### src/rtl/tccc_pkg.sv
`timescale 1ns / 1ps

package tccc_pkg;

  localparam int unsigned MaxColumnsDef = 256;
  localparam int unsigned MaxRowsDef    = 256;

  localparam logic [8:0]  ColumnsReset   = 9'd80;
  localparam logic [8:0]  RowsReset      = 9'd25;
  localparam logic [23:0] TextColorReset = 24'hFFFFFF;

  localparam logic [7:0]  CharLf    = 8'd10;
  localparam logic [7:0]  CharCr    = 8'd13;
  localparam logic [7:0]  CharBs    = 8'd8;
  localparam logic [7:0]  CharSpace = 8'd32;
  localparam logic [23:0] ColorBlack = 24'h000000;

  // result queue
  localparam int unsigned QDepth = 4;
  localparam int unsigned QPtrW  = $clog2(QDepth);
  localparam int unsigned QCntW  = $clog2(QDepth + 1);

  typedef enum logic {
    CmdDraw   = 1'b0,
    CmdScroll = 1'b1
  } cmd_e;

  typedef enum logic [1:0] {
    RegColumns   = 2'd0,
    RegRows      = 2'd1,
    RegTextColor = 2'd2
  } reg_e;

  typedef struct packed {
    cmd_e        cmd;
    logic [7:0]  glyph;
    logic [7:0]  col;
    logic [7:0]  row;
    logic [23:0] color;
    logic        last;
  } res_t;

  typedef struct packed {
    logic [1:0] count;
    res_t       e0;
    res_t       e1;
  } push_t;

  typedef struct packed {
    logic [QCntW-1:0] level;
    logic             room_two;
  } q_status_t;

endpackage

### src/rtl/tccc_cursor.sv
`timescale 1ns / 1ps

module tccc_cursor #(
  parameter int unsigned MAX_COLUMNS = tccc_pkg::MaxColumnsDef,
  parameter int unsigned MAX_ROWS    = tccc_pkg::MaxRowsDef
) (
  input  logic                clk_i,
  input  logic                rst_ni,
  input  logic                in_valid_i,
  input  logic [7:0]          in_char_i,
  output logic                in_ready_o,
  input  logic [8:0]          columns_i,
  input  logic [8:0]          rows_i,
  input  logic [23:0]         text_color_i,
  input  tccc_pkg::q_status_t status_i,
  output tccc_pkg::push_t     push_o
);

  localparam logic [8:0] MaxCols = 9'(MAX_COLUMNS);
  localparam logic [8:0] MaxRows = 9'(MAX_ROWS);

  logic       char_valid_q, char_valid_d;
  logic [7:0] char_q, char_d;
  logic [7:0] col_q, col_d;
  logic [7:0] row_q, row_d;
  logic       step_en;
  logic [8:0] w, h, wm1, col_p1, row_p1;
  logic [1:0] n;
  tccc_pkg::res_t e0, e1;

  assign step_en    = char_valid_q & status_i.room_two;
  assign in_ready_o = ~char_valid_q | step_en;

  always_comb begin
    char_valid_d = char_valid_q;
    char_d       = char_q;
    if (in_ready_o) begin
      char_valid_d = in_valid_i;
      char_d       = in_char_i;
    end
  end

  always_comb begin
    if (columns_i == 9'd0) begin
      w = 9'd1;
    end else if (columns_i > MaxCols) begin
      w = MaxCols;
    end else begin
      w = columns_i;
    end
    if (rows_i == 9'd0) begin
      h = 9'd1;
    end else if (rows_i > MaxRows) begin
      h = MaxRows;
    end else begin
      h = rows_i;
    end
    wm1    = w - 9'd1;
    col_p1 = {1'b0, col_q} + 9'd1;
    row_p1 = {1'b0, row_q} + 9'd1;

    col_d = col_q;
    row_d = row_q;
    n     = 2'd0;
    e0    = '0;
    e1    = '0;
    e1.cmd  = tccc_pkg::CmdScroll;
    e1.last = 1'b1;

    case (char_q)
      tccc_pkg::CharLf: begin
        col_d = 8'd0;
        if (row_p1 >= h) begin
          e0.cmd  = tccc_pkg::CmdScroll;
          e0.last = 1'b1;
          n       = 2'd1;
        end else begin
          row_d = row_p1[7:0];
        end
      end
      tccc_pkg::CharCr: begin
        col_d = 8'd0;
      end
      tccc_pkg::CharBs: begin
        if (col_q != 8'd0) begin
          col_d = col_q - 8'd1;
          n     = 2'd1;
        end else if (row_q != 8'd0) begin
          row_d = row_q - 8'd1;
          col_d = wm1[7:0];
          n     = 2'd1;
        end
        e0.cmd   = tccc_pkg::CmdDraw;
        e0.glyph = tccc_pkg::CharSpace;
        e0.col   = col_d;
        e0.row   = row_d;
        e0.color = tccc_pkg::ColorBlack;
        e0.last  = 1'b1;
      end
      default: begin
        if (({1'b0, col_q} < w) && ({1'b0, row_q} < h)) begin
          e0.cmd   = tccc_pkg::CmdDraw;
          e0.glyph = char_q;
          e0.col   = col_q;
          e0.row   = row_q;
          e0.color = text_color_i;
          e0.last  = 1'b1;
          n        = 2'd1;
          if (col_p1 >= w) begin
            col_d = 8'd0;
            if (row_p1 >= h) begin
              e0.last = 1'b0;
              n       = 2'd2;
            end else begin
              row_d = row_p1[7:0];
            end
          end else begin
            col_d = col_p1[7:0];
          end
        end
      end
    endcase
  end

  assign push_o.count = step_en ? n : 2'd0;
  assign push_o.e0    = e0;
  assign push_o.e1    = e1;

  always_ff @(posedge clk_i or negedge rst_ni) begin
    if (!rst_ni) begin
      char_valid_q <= 1'b0;
      col_q        <= 8'd0;
      row_q        <= 8'd0;
    end else begin
      char_valid_q <= char_valid_d;
      if (step_en) begin
        col_q <= col_d;
        row_q <= row_d;
      end
    end
  end

  always_ff @(posedge clk_i) begin
    char_q <= char_d;
  end

endmodule

### src/rtl/tccc_queue.sv
`timescale 1ns / 1ps

module tccc_queue (
  input  logic                clk_i,
  input  logic                rst_ni,
  input  tccc_pkg::push_t     push_i,
  input  logic                ready_i,
  output logic                valid_o,
  output tccc_pkg::res_t      head_o,
  output tccc_pkg::q_status_t status_o
);

  localparam int unsigned PtrW = tccc_pkg::QPtrW;
  localparam int unsigned CntW = tccc_pkg::QCntW;

  tccc_pkg::res_t mem_q [tccc_pkg::QDepth];
  logic [PtrW-1:0] wr_ptr_q, wr_ptr_d, rd_ptr_q, rd_ptr_d;
  logic [CntW-1:0] level_q, level_d;
  logic            pop;

  assign valid_o = level_q != '0;
  assign head_o  = mem_q[rd_ptr_q];
  assign pop     = valid_o & ready_i;

  always_comb begin
    wr_ptr_d = wr_ptr_q + PtrW'(push_i.count);
    rd_ptr_d = rd_ptr_q + PtrW'(pop);
    level_d  = level_q + CntW'(push_i.count) - CntW'(pop);
  end

  assign status_o.level    = level_q;
  assign status_o.room_two = level_q <= CntW'(tccc_pkg::QDepth - 2);

  always_ff @(posedge clk_i or negedge rst_ni) begin
    if (!rst_ni) begin
      wr_ptr_q <= '0;
      rd_ptr_q <= '0;
      level_q  <= '0;
    end else begin
      wr_ptr_q <= wr_ptr_d;
      rd_ptr_q <= rd_ptr_d;
      level_q  <= level_d;
    end
  end

  always_ff @(posedge clk_i) begin
    if (push_i.count != 2'd0) begin
      mem_q[wr_ptr_q] <= push_i.e0;
    end
    if (push_i.count == 2'd2) begin
      mem_q[wr_ptr_q + PtrW'(1)] <= push_i.e1;
    end
  end

endmodule

### src/rtl/text_console_cursor_controller.sv
// flow: a character is registered on acceptance and decoded into the result queue once
//   the queue has room for two entries; its first command is valid once it is written
//   into the queue and can then be taken
// throughput: one character per cycle while the output drains; a character that wraps
//   and scrolls gives two commands, which leave through the queue port one at a time
// reset: cursor at origin, 80 columns, 25 rows, white text, result queue empty
`timescale 1ns / 1ps

module text_console_cursor_controller #(
  parameter int unsigned MAX_COLUMNS = tccc_pkg::MaxColumnsDef,
  parameter int unsigned MAX_ROWS    = tccc_pkg::MaxRowsDef
) (
  input  logic        clk_i,
  input  logic        rst_ni,
  input  logic        s_axis_tvalid_i,
  output logic        s_axis_tready_o,
  input  logic [7:0]  s_axis_tdata_i,   // char_code
  output logic        m_axis_tvalid_o,
  input  logic        m_axis_tready_i,
  output logic [47:0] m_axis_tdata_o,   // glyph, cell_column, cell_row, draw_color
  output logic        m_axis_tuser_o,   // command
  output logic        m_axis_tlast_o,
  input  logic        psel_i,
  input  logic        penable_i,
  input  logic        pwrite_i,
  input  logic [3:0]  paddr_i,
  input  logic [31:0] pwdata_i,
  output logic [31:0] prdata_o,
  output logic        pready_o
);

  logic [8:0]  columns_q, rows_q;
  logic [23:0] text_color_q;
  logic        cfg_we;
  tccc_pkg::reg_e      reg_sel;
  tccc_pkg::push_t     push_w;
  tccc_pkg::q_status_t q_status;
  tccc_pkg::res_t      head;

  assign pready_o = 1'b1;
  assign cfg_we   = psel_i & penable_i & pwrite_i & pready_o;
  assign reg_sel  = tccc_pkg::reg_e'(paddr_i[3:2]);

  always_ff @(posedge clk_i or negedge rst_ni) begin
    if (!rst_ni) begin
      columns_q    <= tccc_pkg::ColumnsReset;
      rows_q       <= tccc_pkg::RowsReset;
      text_color_q <= tccc_pkg::TextColorReset;
    end else if (cfg_we) begin
      case (reg_sel)
        tccc_pkg::RegColumns:   columns_q    <= pwdata_i[8:0];
        tccc_pkg::RegRows:      rows_q       <= pwdata_i[8:0];
        tccc_pkg::RegTextColor: text_color_q <= pwdata_i[23:0];
        default: ;
      endcase
    end
  end

  always_comb begin
    case (reg_sel)
      tccc_pkg::RegColumns:   prdata_o = {23'd0, columns_q};
      tccc_pkg::RegRows:      prdata_o = {23'd0, rows_q};
      tccc_pkg::RegTextColor: prdata_o = {8'd0, text_color_q};
      default:                prdata_o = 32'd0;
    endcase
  end

  tccc_cursor #(
    .MAX_COLUMNS(MAX_COLUMNS),
    .MAX_ROWS   (MAX_ROWS)
  ) u_cursor (
    .clk_i       (clk_i),
    .rst_ni      (rst_ni),
    .in_valid_i  (s_axis_tvalid_i),
    .in_char_i   (s_axis_tdata_i),
    .in_ready_o  (s_axis_tready_o),
    .columns_i   (columns_q),
    .rows_i      (rows_q),
    .text_color_i(text_color_q),
    .status_i    (q_status),
    .push_o      (push_w)
  );

  tccc_queue u_queue (
    .clk_i   (clk_i),
    .rst_ni  (rst_ni),
    .push_i  (push_w),
    .ready_i (m_axis_tready_i),
    .valid_o (m_axis_tvalid_o),
    .head_o  (head),
    .status_o(q_status)
  );

  assign m_axis_tdata_o = {head.color, head.row, head.col, head.glyph};
  assign m_axis_tuser_o = head.cmd;
  assign m_axis_tlast_o = head.last;

  // queue never overfills
  a_level_bound: assert property (@(posedge clk_i) disable iff (!rst_ni)
    q_status.level <= 3'(tccc_pkg::QDepth))
    else $error("result queue overflow");

  // a two-command transaction is a draw followed by the closing scroll
  a_pair_shape: assert property (@(posedge clk_i) disable iff (!rst_ni)
    push_w.count == 2'd2 |->
      push_w.e1.cmd == tccc_pkg::CmdScroll && push_w.e0.cmd == tccc_pkg::CmdDraw &&
      !push_w.e0.last && push_w.e1.last)
    else $error("bad two-command push");

  // a scroll always closes its character
  a_scroll_last: assert property (@(posedge clk_i) disable iff (!rst_ni)
    m_axis_tvalid_o && m_axis_tuser_o |-> m_axis_tlast_o)
    else $error("scroll without last");

  // a push only happens with room for two entries
  a_push_room: assert property (@(posedge clk_i) disable iff (!rst_ni)
    push_w.count != 2'd0 |-> q_status.room_two)
    else $error("push without room");

endmodule

### config.mk
export PLATFORM = sky130hd
export DESIGN_NAME = text_console_cursor_controller
export DESIGN_NICKNAME = d
export VERILOG_FILES = /design/src/rtl/tccc_pkg.sv /design/src/rtl/tccc_cursor.sv /design/src/rtl/tccc_queue.sv /design/src/rtl/text_console_cursor_controller.sv
export SDC_FILE = /design/constraint.sdc
export NUM_CORES = 1
export LEC_CHECK = 0
export BUFFER_PORTS_ARGS = -buffer_cell sky130_fd_sc_hd__buf_4
export CAP_MARGIN = 40
export CORE_UTILIZATION = 49
export DETAILED_ROUTE_END_ITERATION = 8
export GPL_TIMING_DRIVEN = 0
export PLACE_DENSITY = 0.68
export SETUP_SLACK_MARGIN = 0.05
export SLEW_MARGIN = 20
export SYNTH_ARGS = -nofsm -noshare
export SYNTH_HDL_FRONTEND = slang
export SYNTH_SLANG_ARGS = --single-unit
export TNS_END_PERCENT = 10
### constraint.sdc
create_clock -name clk_i -period 4.8 [get_ports clk_i]
set_input_delay 1.44 -clock clk_i [delete_from_list [all_inputs] [get_ports clk_i]]
set_output_delay 1.44 -clock clk_i [all_outputs]
set_load 0.01 [all_outputs]
Word level (Yosys, flattened, before mapping):

Memories as Yosys holds them, arrays and structs flattened.
Index checks and enable logic that the tools add are counted.

* equality and inequality tests: 6
* order comparisons: 7
* add/sub/neg operators: 10
* reduce and logical (&&, ||, !) cells: 18
* muxes and demuxes: 35
* bitwise logic cells: 7

Operators with widths (count)
* $pmux W48 S2: 1
* $mux W8: 9
* $pmux W24 S3: 1
* $mux W49: 1
* $mux W9: 4
* $eq A8 B4 Y1 const B: 3
* $pmux W8 S3: 1
* $sub A8 B1 Y8 const B: 3
* $add A8 B1 Y9 const B: 2
* $ge A9 B9 Y1: 2
* $gt A9 B9 Y1 const B: 2
* $logic_not A9 Y1: 2
* $lt A8 B9 Y1: 2
* $pmux W8 S2: 1
* $reduce_bool A8 Y1: 2
* $reduce_bool A3 Y1: 4
* $mux W1: 10
* $mux W2: 4
* $reduce_and A2 Y1: 4
* $pmux W2 S3: 1
* $and A1 B1 Y1: 4
* $eq A2 B2 Y1 const B: 2
* $reduce_and A4 Y1: 1
* $reduce_or A2 Y1: 2
* other kinds (14): 15

* output and inout port bits: 85
* memories: 1
* bits of input ports: 51
* register bits: 74
* logic and storage cells: 94
* RAM bits: 200

Memory list
* u_queue.mem_q: words 4, bits a word 50, rd ports 1, clocked after Yosys merged registers in 0, wr ports 2, RTL line tccc_queue.sv:16 `tccc_pkg::res_t mem_q [tccc_pkg::QDepth];`

Depth between registers and ports, before layout:

Gate-level depths: netlist (run 1).

* depth after elaboration: 12
* mapped depth: 18
* gate-level depth less buffers: 15

By module:

From an unflattened synthesis (run 1), not the netlist that was laid out.

* cells, all modules: 1163
* area total of the unflattened synthesis: 15960.3 sq um

Modules (own cells, without submodules)
* tccc_queue: area an instance 10183.5 sq um, instances 1, cells an instance 524, sequential area each 6180.9 sq um
* tccc_cursor: area an instance 3738.6 sq um, instances 1, cells an instance 490, sequential area each 665.6 sq um
* text_console_cursor_controller: area an instance 2038.2 sq um, instances 1, cells an instance 149, sequential area each 1087.3 sq um

Worst setup path after synthesis (run 1):

OpenSTA, ideal clock, no wires.

* kind: register to register
* from: reg columns_q[5]
* to: reg u_queue.level_q[2]
* cell stages (with the launch flop): 14
* setup time: 0.123 ns
* data required time: 4.677 ns
* path buffers: 1
* arrival: 3.826 ns
* period minus slack after synthesis: 3.949 ns
* path slack: 0.851 ns
* cells stage by stage: dfrtp_1 > or4_1 > o2bb2ai_1 > ha_1 > a21bo_2 > a211oi_1 > o221ai_1 > a21o_1 > or4_1 > buf_2 > ha_1 > inv_1 > fa_1 > xnor2_1

* longest elaborated chain between the ends: 10

Ends and longest elaborated chain
* from (decl): RTL line text_console_cursor_controller.sv:32 `logic [8:0] columns_q, rows_q;`
* from (signal assigned): RTL line text_console_cursor_controller.sv:46 `columns_q <= tccc_pkg::ColumnsReset;`
* from (signal assigned): RTL line text_console_cursor_controller.sv:51 `tccc_pkg::RegColumns: columns_q <= pwdata_i[8:0];`
* $gt A9 B9 Y1: RTL line tccc_cursor.sv:46 `end else if (columns_i > MaxCols) begin`
* $mux W9: RTL line tccc_cursor.sv:46
* $mux W9 (*): RTL line tccc_cursor.sv:44 `if (columns_i == 9'd0) begin`
* $ge A9 B9 Y1 or $lt A8 B9 Y1 (tied branches): RTL line tccc_cursor.sv:109, tccc_cursor.sv:101
* $mux W2 or $logic_and A1 B1 Y1 (tied branches): RTL line tccc_cursor.sv:109, tccc_cursor.sv:101
* $mux W2 (*): RTL line tccc_cursor.sv:101 `if (({1'b0, col_q} < w) && ({1'b0, row_q} < h)) begin`
* $pmux W2 S3 (*): RTL line tccc_cursor.sv:70 `case (char_q)`
* $mux W2 (*): RTL line tccc_cursor.sv:125 `assign push_o.count = step_en ? n : 2'd0;`
* $add A3 B2 Y3 (*): RTL line tccc_queue.sv:28 `level_d = level_q + CntW'(push_i.count) - CntW'(pop);`
* $sub A3 B1 Y3 (*): RTL line tccc_queue.sv:28
* named net u_queue.level_d[2]: RTL line tccc_queue.sv:18 `logic [CntW-1:0] level_q, level_d;`
* to (signal assigned): RTL line tccc_queue.sv:42 `level_q <= level_d;`
* to (decl): RTL line tccc_queue.sv:18

The timed path passes the listed nets; every way through them passes the cells marked *.
A chain may end at the register's enable or synchronous reset.

==> metrics, run 1 <==
drt pass-1 iters 5; I/O Pins 136; Avg Cell Area, Syn 9.42 µm²; Vias/cell 6.27; CP Capture Type flip-flop; # DRC 0; Overflow after GRT 0; # clock sinks 274; CP Buf/Inv Count 2; Final #Nets 1,758; area of the die around 29,000 µm²; Final Hold Viols 0; worst hold path class reg -> reg; Synth cell types between 70 and 80; Worst Max-Slew Pin Slew 823 ps; layout cells sized above 1 0.227; Post-synth EDFFs 8; CP max stage cell a211oi_2; antenna violations before repair 0; Routability Congestion 0.918; fraction of registers with async set/reset 0.241; Detail Placement HPWL 32.6 mm; pin count of the biggest net entering global routing 51; kind of critical path reg -> reg; Worst Skew 21.2 ps; Die Ht approximately 170 µm; Via Count 12,956; Port Buffers between 100 and 150; Skew-Pair Late Insertion Delay 580 ps; CP max stage delay a little under 700 ps; H-tree Lvls 1; Num CTS Buffers 30; number of synthesized register bits 274; vias in the first global route 12,346; post-DR wirelength/cell 22.1 µm; final max-slew violation count 0; Most used DFF post-synth dfxtp_1; Cell Area, Synth 14,100 µm²; status complete, no violations; Fmax achieved 218 MHz; clock-pin slew on the worst setup and hold paths 60 ps; Cells after Synth 1,496; startpoint types flip-flop; Area Growth Syn to Fin 18.5%; Top delay family on crit path compound AO/OA/AOI/OAI gates; post-CTS setup buffers 0; VDD IR max 0.000391 V; Die Wd ~170 µm; Initial Util 0.503; register area share after synthesis 0.421; worst-path cell chain buf_1 -> and3_1 -> and3_1 -> xor2_1 -> ha_1 -> a21o_1 -> a221o_1 -> a221oi_4 -> a21o_1 -> o21ai_1 -> a211oi_2 -> clkbuf_1 -> a21oi_1; unrepaired setup endpoints after global routing false; placed inst area 15,600 µm²; Global Route Usage Sum 0.309; number of setup violations in the final report 0; LEAKAGE around 6.5 nW; Clock Path Buffers 3; CTS tree built; Clk Tree Root Cell clkbuf_16; Rel. slew slack 0.447; DR iter-0 viols between 1,000 and 1,500; critical path arrival approximately 5000 ps; CP max FO 10; first-pass GRT wire length 69.7 mm; min Tclk post-route 4580 ps; worst hold slack approximately 470 ps; total core area 28,000 µm²; max-cap violations 0; Final ANT Viol Nets 0; row count 61; Critical Path RT approximately 5200 ps; synth warn 0; fin crit share 0.954; Post-Route WL 45.6 mm; Layout Cell Area excl Fill 16,700 µm²; Pwr Density 785 nW/µm²
==> cells in the final DEF, fill, tap and decap left out, types with 20 or more instances in the layout <==
cell	instances
buf_2	32
nand3_1	137
nor2_1	31
buf_4	137
a211oi_1	69
nand2_1	49
dfxtp_1	200
a21oi_1	241
and2_1	20
ha_1	45
dfrtp_1	37
nor3_1	34
mux4_2	50
o21ai_0	149
inv_1	21
clkbuf_16	31
mux2_2	41
clkbuf_1	84
dfstp_2	29
==> stage by stage <==
step	TNS (ps)	total power, mW	setup WS (ps)	cells	util
4_1_cts	0	13.0	127	2061	0.595
6_report	0	13.1	220	2065	0.597
2_1_floorplan	0	8.05	851	1503	-
5_1_grt	0	13.8	62.0	2063	0.596
3_3_place_gp	0	10.2	14.0	1997	0.552
3_5_place_dp	-50.2	10.5	-50.2	2006	0.556
==> state kept, by name, summed over array words and instances (netlist names), 2 cells and up <==
name and count:
columns_q 9, text_color_q 24, rows_q 9, u_cursor.row_q 8, u_queue.mem_q 200, u_cursor.col_q 8
u_queue.wr_ptr_q 2, u_queue.level_q 3, u_cursor.char_q 8, u_queue.rd_ptr_q 2
==> final timing paths <==
path | startpoint | to | slack [ps] | depth (start not counted)
max | u_cursor.row_q[2] | u_queue.mem_q[3][7] | 220 | 13
min | u_queue.mem_q[1][6] | u_queue.mem_q[1][6] | 470 | 2
max reg2reg | u_cursor.row_q[2] | u_queue.mem_q[3][7] | 220 | 13
min reg2reg | u_queue.mem_q[1][6] | u_queue.mem_q[1][6] | 470 | 2
max in group asynchronous | rst_ni | text_color_q[18] | 3420 | 2
min in group asynchronous | rst_ni | u_cursor.row_q[1] | 750 | 1
==> what timing repair did <==
item | in CTS | in global routing
resized for setup | 2 | 4
hold buffers | 0 | 0
endpoints found under the hold margin | 0 | 0
setup endpoints to repair | 1 | 3
==> synthesized netlist by cell type (9+ instances only) <==
cell type / instances / area share
xor2_1: 9 / 0.0056
nor3_1: 34 / 0.012
buf_2: 30 / 0.011
clkbuf_1: 82 / 0.022
dfrtp_1: 37 / 0.066
o22ai_1: 14 / 0.0062
o31ai_1: 10 / 0.0053
o21ai_1: 9 / 0.0032
xnor2_1: 17 / 0.011
nand2_1: 49 / 0.013
o21ai_0: 149 / 0.053
buf_1: 10 / 0.0027
nor2_1: 31 / 0.0083
and3_1: 9 / 0.0040
buf_4: 19 / 0.010
inv_1: 21 / 0.0056
mux2_2: 41 / 0.033
a211oi_1: 69 / 0.037
ha_1: 45 / 0.040
dfstp_2: 29 / 0.054
a21oi_1: 241 / 0.086
dfxtp_1: 200 / 0.28
nand3_1: 137 / 0.049
and2_1: 20 / 0.0089
mux4_2: 50 / 0.080
mux2i_1: 9 / 0.0064
==> area by class of cell <==
class	count	area, µm²
fillers	2510	11300
clock inverters	16	216
multi-input cells	1059	7420
well taps	378	473
diodes	2	5.00
clock buffers	40	870
flip-flops and latches	274	5930
inverters	22	82.6
repair buffers	127	995
plain buffers	147	721
==> routing by layer <==
metal,share of wire,wire length [µm],global-route usage,vias to the layer above
met1,0.43,19500,0.426,6321
met5,0,0,0,-
met3,0.087,3990,0.0644,108
met2,0.45,20600,0.480,654
li1,-,-,-,5873
met4,0.032,1440,0.102,0
==> where the power goes <==
group	switching (mW)	internal, mW	total, mW
logic	3.91	2.69	6.60
registers	0.693	3.35	4.04
clock network	0.993	1.49	2.49
==> kinds of logic (layout without fill, tap and decap cells) <==
group                    Yosys count  after routing  synth area share
flip-flops                       274            274             0.421
buffers and inverters            170            352            0.0567
adder cells (fa/ha/maj)           46             46            0.0414
other                              2             11          0.000533
AO/OA/AOI/OAI                    538            538             0.218
multiplexers                     100            100             0.119
AND/OR/NAND/NOR                  340            340             0.127
XOR/XNOR                          26             26            0.0162
==> worst min-delay path, stage by stage, from the launching register on <==
cell and delay [ps]:
dfxtp_1 300, o21ai_0 60, a21oi_1 60
(Power assumes the default switching activity.)
==> run 2: changes to the inputs <==
==> constraint.sdc (replaced) <==
create_clock -name clk_i -period 4.45 [get_ports clk_i]
set_input_delay 0.6675 -clock clk_i [delete_from_list [all_inputs] [get_ports clk_i]]
set_output_delay 0.6675 -clock clk_i [all_outputs]
set_load 0.01 [all_outputs]
==> run 2 against run 1 <==
Maximum frequency increased by 6.8%. Critical path depth unchanged. Via count increased by 0.26%. Utilization increased by 0.38 points. Highest routed layer unchanged. Clock skew decreased by 0.71 ps. Largest power group unchanged. Worst hold slack got worse by 210 ps. Non-clock buffer count increased by 6.
==> metrics, run 2 (synthesized netlist as in run 1, its figures left out) <==
sequential share of power 0.306 (was 0.308); row count 61 (unchanged); largest register by flop count u_queue.mem_q (unchanged); Worst Skew 20.5 ps (was 21.2 ps); unrepaired setup endpoints after global routing false (unchanged); Post-Route WL 45.7 mm (was 45.6 mm); worst hold path class in -> reg (was reg -> reg); Clk network pwr share 0.188 (was 0.189); Vias/cell 6.28 (was 6.27); Net Sw Frac 0.425 (was 0.426); status complete, no violations (unchanged); drt pass-1 iters 5 (unchanged); Final Hold Viols 0 (unchanged); VDD IR max 0.000424 V (was 0.000391 V); Final #Nets 1,764 (was 1,758); # DRC 0 (unchanged); total core area 28,000 µm² (unchanged); Fmax achieved 233 MHz (was 218 MHz); H-tree Lvls 1 (unchanged); Overflow after GRT 0 (unchanged); Psw 6.06 mW (was 5.60 mW); Routability Congestion 0.918 (unchanged); startpoint types flip-flop (unchanged); DR iter-0 viols 1,470 (was 1,489); critical path arrival 4750 ps (was 5010 ps); CP Capture Type flip-flop (unchanged); Num CTS Buffers 30 (unchanged); dpl cells 2,006 (unchanged); final max-slew violation count 0 (unchanged); clock-pin slew on the worst setup and hold paths 60 ps (about the same); CP max FO 10 (unchanged); Area Growth Syn to Fin 19.3% (was 18.5%); Clk Tree Root Cell clkbuf_16 (unchanged); Pwr Density 847 nW/µm² (was 785 nW/µm²); worst hold slack 266 ps (was 474 ps); # clock sinks 274 (unchanged); Gate power share 0.506 (was 0.503); launching point of the worst reg2reg path columns_q[5] (was u_cursor.row_q[2]); CP most frequent cell ha_1; worst hold start s_axis_tdata_i[2] (was u_queue.mem_q[1][6]); worst-path cell chain or4_4 -> o2bb2ai_4 -> ha_1 -> a21bo_2 -> a211oi_1 -> o221ai_2 -> a21o_1 -> or4_1 -> buf_4 -> ha_1 -> inv_1 -> fa_1 -> xnor2_1 (was buf_1 -> and3_1 -> and3_1 -> xor2_1 -> ha_1 -> a21o_1 -> a221o_1 -> a221oi_4 -> a21o_1 -> o21ai_1 -> a211oi_2 -> clkbuf_1 -> a21oi_1); max-cap violations 0 (unchanged); final cell count without fillers 2,069 (was 2,065); total power 14.2 mW (was 13.1 mW); CTS tree built (unchanged); Worst Max-Slew Pin Slew 814 ps (was 823 ps); crit path from columns_q[5] (was u_cursor.row_q[2]); first-pass GRT wire length 69.9 mm (was 69.7 mm); Detail Placement HPWL 32.6 mm (unchanged); LEAKAGE 6.48 nW (was 6.45 nW); kind of critical path reg -> reg (unchanged); Rel. slew slack 0.453 (was 0.447); fin crit share 0.964 (was 0.954); Initial Util 0.503 (unchanged); Final ANT Viol Nets 0 (unchanged); Via Count 12,990 (was 12,956); area of the die 29,500 µm² (unchanged); Critical Path RT 4920 ps (was 5230 ps); CP max stage cell or4_4 (was a211oi_2); vias in the first global route 12,388 (was 12,346); commonest non-fill, non-tap cell in the layout a21oi_1 (unchanged); Regs by FF count u_queue.mem_q: 200 flops, text_color_q: 24 flops (unchanged); pin count of the biggest net entering global routing 51 (unchanged); most frequent cells in the layout a21oi_1 (240), dfxtp_1 (200), o21ai_0 (149) (was a21oi_1 (241), dfxtp_1 (200), o21ai_0 (149)); internal power 8.18 mW (was 7.53 mW); Skew-Pair Late Insertion Delay 580 ps (about the same); max FFs per register 200 (unchanged); CP max stage delay 600 ps (was 680 ps); Port Buffers 116 (unchanged); I/O Pins 136 (unchanged); layout cells sized above 1 0.240 (was 0.227); Die Wd 172 µm (unchanged); antenna violations before repair 0 (unchanged); post-DR wirelength/cell 22.1 µm (about the same); number of setup violations in the final report 0 (unchanged); ant diodes 0 (was 2); Global Route Usage Sum 0.309 (about the same); Clock Path Buffers 3 (unchanged); min Tclk post-route 4290 ps (was 4580 ps); fillers 2,496 (was 2,510); Die Ht 172 µm (unchanged)
run 2: changes by cell type in the layout (fill, tap and decap cells not counted), sizes merged:
cell	before	now
buf	192	196
diode	2	0
clkbuf	122	123
dlygate4sd3	0	1
run 2: metrics by stage:
step / setup slack [ps] / instance area, µm² / setup TNS (ps) / utilization
finish: 161 / 16800 / 0 / 0.600
detailed placement: -400 / 15600 / -1740 / 0.556
floorplan: 501 / 14100 / 0 / -
CTS: 50.7 / 16700 / 0 / 0.597
global route: 59.2 / 16800 / 0 / 0.600
global placement: -336 / 15500 / -1800 / 0.552
run 2: path summary, 6_finish.rpt:
path,end,slack (ps),cells past startpoint
max,u_queue.level_q[2],160,13
min reg2reg,u_queue.mem_q[2][20],470,2
max reg2reg,u_queue.level_q[2],160,13
min in group asynchronous,u_cursor.row_q[1],530,2
max in group asynchronous,text_color_q[18],3300,3
min,u_cursor.char_q[2],270,1
run 2: power groups by stage:
stage | registers [mW] | logic, mW | clock network [mW]
detailed placement | 4.36 | 6.94 | 0
finish | 4.36 | 7.21 | 2.68
CTS | 4.32 | 7.01 | 2.70
floorplan | 4.06 | 4.62 | 0
global placement | 4.32 | 6.72 | 0
global route | 4.46 | 7.78 | 2.81
run 2: metal layers:
layer  global-route usage  vias to the layer above  wire length (µm)
li1                     -                     5881                 -
met1                0.426                     6308             19300
met2                0.482                      703             20800
met3               0.0640                       98              4190
met4                0.105                        0              1390
met5                    0                        -                 0
run 2: final cells by class:
cell class              instances  area, µm²  share of cell area
flip-flops and latches        274       5940               0.353
clock inverters                16        216              0.0129
repair buffers                132       1030              0.0615
plain buffers                 148        742              0.0441
well taps                     378        473              0.0281
inverters                      22       82.6             0.00491
clock buffers                  40        870              0.0517
multi-input cells            1059       7460               0.443
run 2: repair_timing:
action	in CTS	in global routing
cloned	0	0
endpoints found under the setup margin	55	86
gates resized for setup	9	25
hold buffers	1	0
pin swaps	0	1
hold endpoints to repair	16	0
setup buffers	0	4
run 2: critical path: cells and delay by family, from the launching register on:
| kind | cells | cell delay (ps) |
|---|---|---|
| AOI/OAI and AO/OA | 5 | 1200 |
| xor gates and xnor gates | 1 | 140 |
| adders and majority gates | 3 | 1010 |
| buffers and inverters | 2 | 260 |
| DFF | 1 | 470 |
| and+or+nand+nor | 2 | 1100 |
==> run 3: changes to the inputs <==
CORE_UTILIZATION = 25   (was 49)
PLACE_DENSITY = default   (was 0.68)
RECOVER_POWER = 100   (was default)
SETUP_SLACK_MARGIN = 0.2   (was 0.05)
==> run 3 against run 2 <==
The flow now finishes with violations (capacitance limit, slew limit). Final cell count up 18%. Clock skew decreased by 7.4 ps. Via count decreased by 0.52%. Setup slack improved by 56 ps. Non-clock buffer count increased by 3. Critical path depth rose by 2. Sequential cell count unchanged. Combinational power is 2% lower. Clock power shrank 14%. Die area grew 95%. Largest power group unchanged. Highest routed layer unchanged.
==> metrics, run 3 (synthesized netlist as in run 1, its figures left out) <==
clock-pin slew on the worst setup and hold paths 60 ps (about the same); Worst Skew 13.1 ps (was 20.5 ps); Clk Tree Root Cell clkbuf_16 (unchanged); Detail Placement HPWL 36.7 mm (was 32.6 mm); Overflow after GRT 0 (unchanged); Util after Layout 0.302 (was 0.600); fin crit share 0.951 (was 0.964); Worst Max-Slew Pin Slew 2660 ps (was 814 ps); most frequent cells in the layout a21oi_1 (241), dfxtp_1 (200), clkbuf_1 (173) (was a21oi_1 (240), dfxtp_1 (200), o21ai_0 (149)); Final ANT Viol Nets 0 (unchanged); Fmax achieved 236 MHz (was 233 MHz); Post-Route WL 49.5 mm (was 45.7 mm); CP Capture Type flip-flop (unchanged); number of setup violations in the final report 0 (unchanged); antenna violations before repair 0 (unchanged); startpoint types flip-flop (unchanged); DR iter-0 viols 1,367 (was 1,470); H-tree Lvls 1 (unchanged); I/O Pins 136 (unchanged); Initial Util 0.254 (was 0.503); total core area 55,400 µm² (was 28,000 µm²); commonest non-fill, non-tap cell in the layout a21oi_1 (unchanged); VDD IR max 0.000353 V (was 0.000424 V); CP max stage cell or4_1 (was or4_4); max FFs per register 200 (unchanged); Port Buffers 116 (unchanged); worst hold path class in -> reg (unchanged); unrepaired setup endpoints after global routing true (was false); total power 13.7 mW (was 14.2 mW); # DRC 0 (unchanged); largest register by flop count u_queue.mem_q (unchanged); max-cap violations 1 (was 0); worst-path cell chain ha_1 -> and3_1 -> and3_1 -> xor2_1 -> ha_1 -> and3_1 -> and4_1 -> a221oi_4 -> a21o_1 -> or4_1 -> buf_2 -> nor2_2 -> clkbuf_2 -> buf_4 -> a21oi_1 (was or4_4 -> o2bb2ai_4 -> ha_1 -> a21bo_2 -> a211oi_1 -> o221ai_2 -> a21o_1 -> or4_1 -> buf_4 -> ha_1 -> inv_1 -> fa_1 -> xnor2_1); critical path arrival 4680 ps (was 4750 ps); kind of critical path reg -> reg (unchanged); Num CTS Buffers 29 (was 30); Area Growth Syn to Fin 18.6% (was 19.3%); pin count of the biggest net entering global routing 52 (was 51); Final #Nets 1,766 (was 1,764); Regs by FF count u_queue.mem_q: 200 flops, text_color_q: 24 flops (unchanged); Routability Congestion 0.905 (was 0.918); Via Count 12,923 (was 12,990); # clock sinks 274 (unchanged); row count 86 (was 61); layout cells sized above 1 0.185 (was 0.240); drt pass-1 iters 7 (was 5); status finished, violations left (was complete, no violations); post-DR wirelength/cell 20.3 µm (was 22.1 µm); CP most frequent cell and3_1 (was ha_1); CP max FO 10 (unchanged); CTS tree built (unchanged); min Tclk post-route 4230 ps (was 4290 ps); hold_buf cts 0 (was 1); LEAKAGE 6.08 nW (was 6.48 nW); area of the die 57,300 µm² (was 29,500 µm²); Top delay family on crit path simple AND/OR/NAND/NOR gates (was compound AO/OA/AOI/OAI gates); Pwr Density 820 nW/µm² (was 847 nW/µm²); Die Wd 239 µm (was 172 µm); CP max stage delay 510 ps (was 600 ps); final max-slew violation count 52 (was 0); Critical Path RT 4890 ps (was 4920 ps); Die Ht 239 µm (was 172 µm); Clock Path Buffers 3 (unchanged); Global Route Usage Sum 0.169 (was 0.309); first-pass GRT wire length 75.5 mm (was 69.9 mm); CP Buf/Inv Count 3 (was 2); Final Hold Viols 0 (unchanged); failing checks capacitance limit, slew limit; Skew-Pair Late Insertion Delay 570 ps (was 580 ps); Rel. slew slack -0.776 (was 0.453); ant diodes 0 (unchanged); vias in the first global route 12,281 (was 12,388); Vias/cell 5.30 (was 6.28)
run 3: changes by cell type in the layout (fill, tap and decap cells not counted), sizes merged:
cell           previous run  this run
clkinvlp                  3         0
clkbuf                  123       223
buf                     196       106
clkdlybuf4s25             0         1
dlygate4sd3               1         0
clkinv                   10         3
bufinv                    4         0
inv                      21        24
run 3: area by class of cell:
| type | count | area (µm²) |
|---|---|---|
| Inverter | 22 | 82.6 |
| Fill cell | 5839 | 38700 |
| Tap cell | 748 | 936 |
| Sequential cell | 274 | 5940 |
| Clock buffer | 47 | 843 |
| Timing Repair Buffer | 135 | 722 |
| Multi-Input combinational cell | 1059 | 7440 |
| Clock inverter | 5 | 31.3 |
| Buffer | 148 | 726 |
run 3: worst register-to-register path, delay by kind of cell (launching register included):
family,cells,cell delay [ps]
flops,1,480
simple gates,6,1590
buf+inv,3,870
fa+ha+maj,2,580
xor+xnor,1,170
compound gates,3,410
run 3: repair_timing:
action                                  CTS  global route
pin swaps                                 1             1
setup buffers                             1             5
gates resized for setup                  15            21
endpoints found under the setup margin  113           137
run 3: final timing paths:
path / startpoint / end / slack [ps] / cells after the start
worst max-delay path: u_cursor.row_q[1] / u_queue.mem_q[0][14] / 220 / 15
worst max register to register: u_cursor.row_q[1] / u_queue.mem_q[0][14] / 220 / 15
worst min-delay path: s_axis_tdata_i[1] / u_cursor.char_q[1] / 290 / 1
worst min register to register: u_queue.mem_q[1][8] / u_queue.mem_q[1][8] / 480 / 2
max in group asynchronous: rst_ni / columns_q[5] / 790 / 2
min in group asynchronous: rst_ni / text_color_q[20] / 620 / 1
run 3: per-stage QoR:
stage	TNS [ps]	setup slack [ps]	std cells	instance area, µm²	hold slack, ps
2_1_floorplan	0	501	1503	14100	372
3_3_place_gp	-2730	-317	2367	15900	458
3_5_place_dp	-1820	-326	2376	16000	467
4_1_cts	0	164	2429	17000	201
5_1_grt	0	82.3	2438	16700	285
6_report	0	217	2438	16700	293
run 3: per-layer routing:
metal,up-vias,GRT usage,wire length [µm]
met4,0,0.0449,1100
met5,-,0,0
li1,5889,-,-
met3,69,0.0204,3350
met2,562,0.271,22800
met1,6403,0.238,22300
run 3: power breakdown:
part | internal [mW] | switching [mW] | total, mW | leakage, nW
registers | 3.62 | 0.728 | 4.35 | 2.51
clock network | 1.29 | 1.02 | 2.31 | 0.430
logic | 2.62 | 4.45 | 7.07 | 3.14
total | 7.53 | 6.19 | 13.7 | 6.08
